`src/hw/rtl/rtt_pkg.sv`:
```
// shared types and codes for the repeating timer table
`timescale 1ns / 1ps
package rtt_pkg;
   localparam logic [2:0] ACT_TICK = 3'd0;
   localparam logic [2:0] ACT_SCHEDULE = 3'd1;
   localparam logic [2:0] ACT_CLEAR = 3'd2;
   localparam logic [2:0] ACT_SHIFT = 3'd3;
   localparam logic [2:0] ACT_DROP = 3'd4;

   localparam logic [2:0] KIND_SCHEDULED = 3'd0;
   localparam logic [2:0] KIND_REJECTED = 3'd1;
   localparam logic [2:0] KIND_FIRED = 3'd2;
   localparam logic [2:0] KIND_TICK_DONE = 3'd3;
   localparam logic [2:0] KIND_ACTION_DONE = 3'd4;

   localparam logic [2:0] ERR_NONE = 3'd0;
   localparam logic [2:0] ERR_NULL_CB = 3'd1;
   localparam logic [2:0] ERR_BAD_COUNT = 3'd2;
   localparam logic [2:0] ERR_BAD_INTERVAL = 3'd3;
   localparam logic [2:0] ERR_FULL = 3'd4;

   localparam logic [15:0] COUNT_FOREVER = 16'hFFFF;

   typedef struct packed {
      logic [2:0] action;
      logic [31:0] now_time;
      logic signed [31:0] interval;
      logic signed [15:0] repeat_count;
      logic [15:0] callback_id;
      logic [7:0] owner_id;
      logic [3:0] handle_slot;
      logic [15:0] handle_tag;
      logic signed [31:0] shift_amount;
   } req_type;

   typedef struct packed {
      logic [2:0] kind;
      logic [3:0] slot;
      logic [15:0] tag;
      logic [15:0] fired_callback;
      logic [7:0] fired_owner;
      logic [2:0] error_code;
      logic last;
   } rsp_type;
endpackage

```
`src/hw/rtl/repeating_timer_table.sv`:
```
// repeating timer table: slot store with a sequencer that walks slots one per cycle
//
//  channel | ports                       | transfer
//  req     | start, busy, req_data       | start high while busy low
//  rsp     | rsp_valid, rsp_data         | each result valid for a single cycle, no stall
//
// tick, shift and drop keep busy high while one shared compare/add unit visits every
// slot, one slot per cycle. schedule walks all slots for the free-slot search; clear and
// unknown actions skip the walk. results are registered, so the final result shows in
// the same cycle that busy falls. reset clears valid bits, time and tag counter at once.
// the receiver cannot stall, so results leave as produced.
`timescale 1ns / 1ps
module repeating_timer_table #(
   parameter int SLOTS = 16,
   parameter int TIME_BITS = 32
) (
   input logic clock,
   input logic reset,
   input logic start,
   output logic busy,
   input rtt_pkg::req_type req_data,
   output logic rsp_valid,
   output rtt_pkg::rsp_type rsp_data
);
   localparam int IW = (SLOTS > 1) ? $clog2(SLOTS) : 1;
   localparam int CW = $clog2(SLOTS + 1);
   localparam logic [TIME_BITS-1:0] TMAX = {TIME_BITS{1'b1}};

   localparam logic [1:0] ST_IDLE = 2'd0;
   localparam logic [1:0] ST_SCAN = 2'd1;
   localparam logic [1:0] ST_DONE = 2'd2;

   logic [1:0] state_ff, state_in;
   logic [CW-1:0] idx_ff, idx_in;
   rtt_pkg::req_type req_ff;
   logic [SLOTS-1:0] valid_ff, valid_in;
   logic [TIME_BITS-1:0] cur_time_ff, cur_time_in;
   logic [15:0] next_tag_ff, next_tag_in;
   logic found_ff, found_in;
   logic [IW-1:0] free_ff, free_in;
   logic rsp_valid_ff, rsp_valid_in;
   rtt_pkg::rsp_type rsp_ff, rsp_in;

   logic [TIME_BITS-1:0] expiry_mem [SLOTS];
   logic [30:0] period_mem [SLOTS];
   logic [15:0] remain_mem [SLOTS];
   logic [15:0] cb_mem [SLOTS];
   logic [7:0] owner_mem [SLOTS];
   logic [15:0] tag_mem [SLOTS];

   logic [IW-1:0] idx;
   logic [IW-1:0] hslot;
   logic hslot_ok;
   logic [TIME_BITS:0] add_sum;
   logic [TIME_BITS-1:0] add_a, add_b, add_res, sub_res;
   logic [TIME_BITS:0] sub_diff;
   logic [TIME_BITS-1:0] now_t;
   logic [31:0] mag;
   logic neg;
   logic [15:0] rem_dec;
   logic we_exp, we_rem, we_new;
   logic [TIME_BITS-1:0] exp_wd;
   logic [IW-1:0] wr_idx;
   logic [2:0] sched_err;

   assign idx = idx_ff[IW-1:0];
   assign hslot = IW >= 4 ? IW'(req_ff.handle_slot) : req_ff.handle_slot[IW-1:0];
   assign hslot_ok = {28'd0, req_ff.handle_slot} < SLOTS;
   assign now_t = TIME_BITS'(req_ff.now_time);
   assign neg = req_ff.shift_amount[31];
   assign mag = neg ? (~req_ff.shift_amount + 32'd1) : req_ff.shift_amount;

   // shared saturating adder
   always_comb begin
      add_a = expiry_mem[idx];
      add_b = '0;
      if (req_ff.action == rtt_pkg::ACT_SHIFT) begin
         add_b = TIME_BITS'({1'b0, mag});
      end else if (req_ff.action == rtt_pkg::ACT_SCHEDULE) begin
         add_a = cur_time_ff;
         add_b = TIME_BITS'({1'b0, req_ff.interval[30:0]});
      end else begin
         add_b = TIME_BITS'({1'b0, period_mem[idx]});
      end
      if (TIME_BITS < 33 && req_ff.action == rtt_pkg::ACT_SHIFT
          && (TIME_BITS < 32 && (mag >> TIME_BITS) != 32'd0)) begin
         add_sum = {1'b1, TMAX};
      end else begin
         add_sum = {1'b0, add_a} + {1'b0, add_b};
      end
      add_res = add_sum[TIME_BITS] ? TMAX : add_sum[TIME_BITS-1:0];
      sub_diff = {1'b0, expiry_mem[idx]} - {1'b0, add_b};
      sub_res = sub_diff[TIME_BITS] ? '0 : sub_diff[TIME_BITS-1:0];
      if (TIME_BITS < 32 && (mag >> TIME_BITS) != 32'd0) sub_res = '0;
   end

   assign rem_dec = (remain_mem[idx] == rtt_pkg::COUNT_FOREVER) ? remain_mem[idx]
                  : remain_mem[idx] - 16'd1;

   // argument checks for schedule
   always_comb begin
      sched_err = rtt_pkg::ERR_NONE;
      if (req_ff.callback_id == 16'd0) sched_err = rtt_pkg::ERR_NULL_CB;
      else if (req_ff.repeat_count == 16'sd0 || (req_ff.repeat_count[15]
               && req_ff.repeat_count != -16'sd1)) sched_err = rtt_pkg::ERR_BAD_COUNT;
      else if (req_ff.interval[31]) sched_err = rtt_pkg::ERR_BAD_INTERVAL;
      else if (!found_ff) sched_err = rtt_pkg::ERR_FULL;
   end

   // sequencer
   always_comb begin
      state_in = state_ff;
      idx_in = idx_ff;
      valid_in = valid_ff;
      cur_time_in = cur_time_ff;
      next_tag_in = next_tag_ff;
      found_in = found_ff;
      free_in = free_ff;
      rsp_valid_in = 1'b0;
      rsp_in = '0;
      we_exp = 1'b0;
      we_rem = 1'b0;
      we_new = 1'b0;
      exp_wd = add_res;
      wr_idx = idx;
      unique case (state_ff)
         ST_IDLE: begin
            if (start) begin
               state_in = ST_SCAN;
               idx_in = '0;
               found_in = 1'b0;
               free_in = '0;
            end
         end
         ST_SCAN: begin
            if (idx_ff == CW'(SLOTS) || req_ff.action == rtt_pkg::ACT_CLEAR
                || req_ff.action > rtt_pkg::ACT_DROP) begin
               state_in = ST_DONE;
            end else begin
               idx_in = idx_ff + CW'(1);
               if (req_ff.action == rtt_pkg::ACT_TICK) begin
                  cur_time_in = now_t;
                  if (valid_ff[idx] && expiry_mem[idx] <= now_t) begin
                     rsp_valid_in = 1'b1;
                     rsp_in.kind = rtt_pkg::KIND_FIRED;
                     rsp_in.slot = 4'(idx);
                     rsp_in.tag = tag_mem[idx];
                     rsp_in.fired_callback = cb_mem[idx];
                     rsp_in.fired_owner = owner_mem[idx];
                     we_rem = 1'b1;
                     if (rem_dec == 16'd0) valid_in[idx] = 1'b0;
                     else we_exp = 1'b1;
                  end
               end else if (req_ff.action == rtt_pkg::ACT_SHIFT) begin
                  if (valid_ff[idx]) begin
                     we_exp = 1'b1;
                     exp_wd = neg ? sub_res : add_res;
                  end
               end else if (req_ff.action == rtt_pkg::ACT_DROP) begin
                  if (valid_ff[idx] && owner_mem[idx] == req_ff.owner_id)
                     valid_in[idx] = 1'b0;
               end else if (req_ff.action == rtt_pkg::ACT_SCHEDULE) begin
                  if (!valid_ff[idx] && !found_ff) begin
                     found_in = 1'b1;
                     free_in = idx;
                  end
               end
            end
         end
         ST_DONE: begin
            state_in = ST_IDLE;
            rsp_valid_in = 1'b1;
            rsp_in.last = 1'b1;
            rsp_in.kind = rtt_pkg::KIND_ACTION_DONE;
            if (req_ff.action == rtt_pkg::ACT_TICK) begin
               rsp_in.kind = rtt_pkg::KIND_TICK_DONE;
            end else if (req_ff.action == rtt_pkg::ACT_SCHEDULE) begin
               if (sched_err != rtt_pkg::ERR_NONE) begin
                  rsp_in.kind = rtt_pkg::KIND_REJECTED;
                  rsp_in.error_code = sched_err;
               end else begin
                  rsp_in.kind = rtt_pkg::KIND_SCHEDULED;
                  rsp_in.slot = 4'(free_ff);
                  rsp_in.tag = next_tag_ff;
                  wr_idx = free_ff;
                  we_new = 1'b1;
                  valid_in[free_ff] = 1'b1;
                  next_tag_in = next_tag_ff + 16'd1;
               end
            end else if (req_ff.action == rtt_pkg::ACT_CLEAR) begin
               if (hslot_ok && valid_ff[hslot] && tag_mem[hslot] == req_ff.handle_tag)
                  valid_in[hslot] = 1'b0;
            end
         end
         default: state_in = ST_IDLE;
      endcase
   end

   // control registers
   always_ff @(posedge clock) begin
      if (reset) begin
         state_ff <= ST_IDLE;
         valid_ff <= '0;
         cur_time_ff <= '0;
         next_tag_ff <= '0;
         rsp_valid_ff <= 1'b0;
      end else begin
         state_ff <= state_in;
         valid_ff <= valid_in;
         cur_time_ff <= cur_time_in;
         next_tag_ff <= next_tag_in;
         rsp_valid_ff <= rsp_valid_in;
      end
   end

   // payload and slot store
   always_ff @(posedge clock) begin
      idx_ff <= idx_in;
      found_ff <= found_in;
      free_ff <= free_in;
      rsp_ff <= rsp_in;
      if (state_ff == ST_IDLE && start) req_ff <= req_data;
      if (we_exp) expiry_mem[wr_idx] <= exp_wd;
      if (we_rem) remain_mem[wr_idx] <= rem_dec;
      if (we_new) begin
         expiry_mem[wr_idx] <= add_res;
         period_mem[wr_idx] <= req_ff.interval[30:0];
         remain_mem[wr_idx] <= req_ff.repeat_count;
         cb_mem[wr_idx] <= req_ff.callback_id;
         owner_mem[wr_idx] <= req_ff.owner_id;
         tag_mem[wr_idx] <= next_tag_ff;
      end
   end

   assign busy = state_ff != ST_IDLE;
   assign rsp_valid = rsp_valid_ff;
   assign rsp_data = rsp_ff;
endmodule

```
`config.mk`:
```
export PLATFORM = sky130hd
export DESIGN_NAME = repeating_timer_table
export DESIGN_NICKNAME = d
export VERILOG_FILES = /design/src/hw/rtl/rtt_pkg.sv /design/src/hw/rtl/repeating_timer_table.sv
export SDC_FILE = /design/constraint.sdc
export NUM_CORES = 2
export LEC_CHECK = 0
export BUFFER_PORTS_ARGS = -buffer_cell sky130_fd_sc_hd__buf_2
export CAP_MARGIN = 20
export CORE_AREA = 2 2 523 525
export CTS_BUF_LIST = sky130_fd_sc_hd__clkbuf_8 sky130_fd_sc_hd__clkbuf_16
export DETAILED_ROUTE_END_ITERATION = 12
export DIE_AREA = 0 0 525 527
export GPL_ROUTABILITY_DRIVEN = 0
export SLEW_MARGIN = 20
export SYNTH_ARGS = -nofsm -noshare
export SYNTH_HDL_FRONTEND = slang
export SYNTH_SLANG_ARGS = --single-unit
```
`constraint.sdc`:
```
create_clock -name clock -period 10.8 [get_ports clock]
set_input_delay 1.08 -clock clock [delete_from_list [all_inputs] [get_ports clock]]
set_output_delay 1.08 -clock clock [all_outputs]
set_load 0.005 [all_outputs]
```
== Word-level counts from Yosys, hierarchy flattened ==
Memories as Yosys holds them, arrays and structs flattened. A register that Yosys moved wholly into a read port is not among the register bits.
Cells that the tools add are included.
Storage, ports and cells
  register bits after elaboration: 287
  RAM bits: 1904
  output and inout port bits: 53
  logic and storage cells: 226
  memories kept: 6
Memories
  expiry_mem: depth 16, width 32, read ports 1, clocked after memory_dff 1, write ports 1, line repeating_timer_table.sv:44  | logic [TIME_BITS-1:0] expiry_mem [SLOTS];
  period_mem: depth 16, width 31, read ports 1, clocked after memory_dff 1, write ports 1, line repeating_timer_table.sv:45  | logic [30:0] period_mem [SLOTS];
  cb_mem: depth 16, width 16, read ports 1, clocked after memory_dff 1, write ports 1, line repeating_timer_table.sv:47  | logic [15:0] cb_mem [SLOTS];
  remain_mem: depth 16, width 16, read ports 1, clocked after memory_dff 1, write ports 1, line repeating_timer_table.sv:46  | logic [15:0] remain_mem [SLOTS];
  tag_mem: depth 16, width 16, read ports 2, clocked after memory_dff 2, write ports 1, line repeating_timer_table.sv:49  | logic [15:0] tag_mem [SLOTS];
  owner_mem: depth 16, width 8, read ports 1, clocked after memory_dff 1, write ports 1, line repeating_timer_table.sv:48  | logic [7:0] owner_mem [SLOTS];
Operators by class
  $add $sub $neg: 6
  $lt $le $gt $ge: 8
  eq/ne operators: 28
  mux-type cells: 108
  bitwise logic cells: 15
  reductions and logical operators: 31
Operators by type and width (number)
  $mux 32: 13
  $mux 16: 14
  $mux 46: 3
  $mux 4: 18
  $logic_not 16->1: 3
  $pmux 23 s2: 1
  $mux 20: 2
  $mux 1: 35
  $add 32x32->33: 1
  $sub 32x32->33: 1
  $add 32x1->32 const B: 1
  $and 16x16->16: 2
  $le 32x32->1: 1
  $not 16->16: 2
  $not 32->32: 1
  $pmux 16 s2: 1
  $mux 31: 1
  $ne 3x3->1 const B: 8
  $mux 23: 1
  $ne 2x2->1 const B: 9
  $add 16x1->16 const B: 1
  $eq 16x16->1: 1
  $eq 16x16->1 const B: 1
  $ne 16x1->1 const B: 1
  37 further kinds: 74

== Longest topological paths before layout ==
  depth after elaboration: 13
  mapped depth: 33
  depth with buffers taken out: 23

== Worst setup path after synthesis ==
Ideal clock, no wire load.
  kind: reg-to-reg
  start: reg (tool-made name)
  end: mem expiry_mem[12][0] (enable)
  arrival: 8613 ps
  path slack: 1726 ps
  cell stages (with the launch flop): 30
  buffers on the path: 13
  period minus slack after synthesis: 9074 ps
  path through: dfxtp_1 > buf_6 > buf_6 > buf_8 > buf_4 > buf_6 > buf_6 > buf_6 > buf_2 > buf_2 > clkbuf_1 > buf_2 > buf_2 > mux4_2 > mux4_2 > ha_1 > a21o_1 > a21o_1 > a21o_1 > a21o_1 > a21o_1 > a21o_1 > a221o_1 > nor2_1 > o311ai_0 > a31o_2 > o21ai_0 > a21oi_1 > buf_2 > nor3_1
RTL lines (line)
  end: declaration: repeating_timer_table.sv:44

==> flow_summary.json <==
{
  "yosysTopAreaCell": "edfxtp_1",
  "ys_warn_count": 0,
  "synth.avg_cell_area_um2": 19.0,
  "place.port_buffers": 214,
  "ios": 215,
  "core_um2": 272000,
  "cp.arrival_ps": 8270,
  "required_ps": 11280,
  "crit_path_max_incr_delay_ps": 920,
  "setup_viol": 0,
  "cts_tree": "yes",
  "total_leakage_power_nw": 33.7,
  "slew_headroom_pct": 23.6,
  "fin_tns_setup_ps": 0,
  "grt_pass1_wl_um": 363000,
  "clock-skew-final_ps": 99.9,
  "ant_nets": 0,
  "max_cap_violations": 0,
  "overflow": 0,
  "end_kind": "flip-flop",
  "rows": 192,
  "cts-root-buf": "clkbuf_16",
  "synthTopCellsByArea": "edfxtp_1, mux4_2, dfxtp_1",
  "syn_inst": 4842,
  "power_density_nw_per_um2": 299,
  "start_kind": "flip-flop",
  "grt_pass1_vias": 50200,
  "initial_core_util_pct": 33.8,
  "dpl_worst_slack_ps": 2820,
  "ir_drop_mv": 0.225,
  "clk_path_buf_depth": 4,
  "synth.top_cell.area_share_pct": 67.8,
  "final_layout_size_suffix_gt1_share_pct": 27.5,
  "cts-hold-fix-buffers": 0,
  "fp.dieW_um": 525,
  "slowest_stage": "dfxtp_4",
  "finalNonFillerCells": 8979,
  "status": "finished, final reports clean",
  "synthDistinctLibCells": 93,
  "dieArea_um2": 277000,
  "grt_max_degree": 112,
  "rsz0062_at_grt": "no",
  "drc": 0,
  "setup_slack_ps": 3010,
  "syn_nets": 5100,
  "period_needed_ps": 7790,
  "vias_per_cell": 5.47,
  "postCtsSetupRepairBufs": 0,
  "cts.sinks": 2199,
  "htree_levels": 4,
  "syn_area_um2": 91900,
  "antenna_found_initial": 15,
  "hold_viol": 0,
  "wire_per_inst_um": 28.2,
  "whs_ps": 333,
  "worstMarginPinSlew_ps": 1140,
  "max_clock_freq_mhz": 128,
  "final_common_cell": "edfxtp_1",
  "fin_util_pct": 38.7,
  "hold_path_class": "input port to flip-flop",
  "path_max_fanout": 43,
  "min_period_over_period_pct": 72.1,
  "crit_path_frequent_cell": "a21oi_1",
  "ys_seq_area_share_pct": 70.5,
  "clkTransAtPathRegs_ps": 60,
  "mostFrequentLayoutCells": "edfxtp_1, mux4_2, nand2_1",
  "worstPathCellList": "buf_4 -> mux4_2 -> mux4_2 -> a21oi_1 -> ha_1 -> nor2b_1 -> o21ai_0 -> a21oi_1 -> o21ai_0 -> a21oi_1 -> a31o_1 -> a221oi_2 -> o31ai_1 -> a221o_1 -> a32oi_1 -> o221ai_1 -> a31oi_1 -> xor2_1 -> o21ai_1",
  "synth_edf_count": 2073,
  "cts_resized": 0,
  "grt_util_all_layers_pct": 18.0,
  "worstSetupPathType": "flip-flop to flip-flop",
  "dpl.cell_count": 8542,
  "vias": 49100,
  "ys_ff_latch": 2199,
  "synth_ff_type": "edfxtp_1",
  "syn_to_final_growth_pct": 14.5,
  "slew_violations": 0,
  "first_pass_iters": 8,
  "worstSkewPairLatency_ps": 920,
  "dieHeight_um": 527,
  "async_flop_share_pct": 0,
  "drt_iter0_drc": 5386,
  "wirelength_um": 253000,
  "cts_made_buffers": 234,
  "hpwl_um": 154000,
  "final_nets": 5450
}
-- state kept, by name (all words and copies together), names as in the netlist, named ones only --
register / count
expiry_mem: 512
period_mem: 496
cb_mem: 256
remain_mem: 256
tag_mem: 256
owner_mem: 128
req_ff: 122
rsp_data: 51
cur_time_ff: 32
now_t: 32
next_tag_ff: 16
valid_ff: 16
idx_ff: 5
free_ff: 4
hslot: 4
state_ff: 2
found_ff: 1
neg: 1
rsp_valid: 1
-- where the power goes --
part | total, mW | leakage, nW | internal (mW) | switching (mW)
logic | 11.2 | 10.2 | 4.24 | 7.00
clock network | 7.77 | 3.78 | 4.44 | 3.33
registers | 12.4 | 19.8 | 11.9 | 0.511
total | 31.4 | 33.7 | 20.6 | 10.8
-- cells in the mapped netlist (all sizes together) (7+ instances only) --
library cell / count
a211oi: 20
a21o: 33
a21oi: 139
a221o: 7
a22oi: 21
a31oi: 25
and2: 44
and3: 7
buf: 125
clkbuf: 116
dfxtp: 126
edfxtp: 2073
ha: 94
inv: 101
maj3: 8
mux2: 20
mux2i: 86
mux4: 645
nand2: 239
nand2b: 29
nand3: 33
nand3b: 9
nand4: 31
nor2: 185
nor2b: 38
nor3: 63
nor4: 18
o211ai: 7
o21a: 11
o21ai: 123
o221ai: 22
o22ai: 14
o31a: 14
o31ai: 27
or2: 23
or3: 14
or4: 8
xnor2: 93
xor2: 66
-- metrics by stage --
stage	cell area, um^2	total power, mW
3_5_place_dp	97600	23.8
4_1_cts	105000	31.6
3_3_place_gp	97600	23.6
2_1_floorplan	91900	20.1
5_1_grt	105000	32.9
6_report	105000	31.4
-- critical path, delay by kind of cell (launching register included) --
family / cells / cell delay (ps)
adders and majority gates: 1 / 330
and+or+nand+nor: 1 / 150
AOI/OAI and AO/OA: 13 / 4030
DFF: 1 / 920
buffers and inverters: 1 / 730
muxes: 2 / 1050
xor gates and xnor gates: 1 / 90
-- final timing paths --
path | slack, ps | cells past startpoint | to | start
setup / recovery | 3010 | 19 | expiry_mem[1][30] | flip-flop
hold / removal | 330 | 1 | req_ff[87] | req_data[87]
setup reg to reg | 3010 | 19 | expiry_mem[1][30] | flip-flop
hold reg to reg | 460 | 2 | cur_time_ff[2] | cur_time_ff[2]
-- logic make-up (layout without fill, tap and decap cells) --
kind of cell               after synthesis  in the layout  synth area share [%]
muxes                                  751            751                  17.0
xor gates and xnor gates               159            159                  1.52
other                                    0             10                     0
buffers and inverters                  346            884                  1.80
AOI/OAI and AO/OA                      523            523                  3.74
and+or+nand+nor                        760            760                  4.02
adders and majority gates              104            104                  1.41
DFF                                   2199           2199                  70.5
-- final cells by class --
cell class	count	area [um^2]
clock buffers	240	5950
diodes	10	25.0
inverters	105	409
well taps	3589	4490
clock inverters	184	1460
fillers	24300	167000
multi-input cells	2297	25800
repair buffers	355	2240
flip-flops and latches	2199	64800
-- layer usage --
metal | vias up | part of all wire (%) | global-route usage [%]
li1 | 20500 | - | -
met1 | 26200 | 41 | 23.9
met2 | 2005 | 49 | 29.5
met3 | 427 | 6.7 | 2.91
met4 | 0 | 4.0 | 7.03
met5 | - | 0 | 0
(Power assumes the default switching activity.)
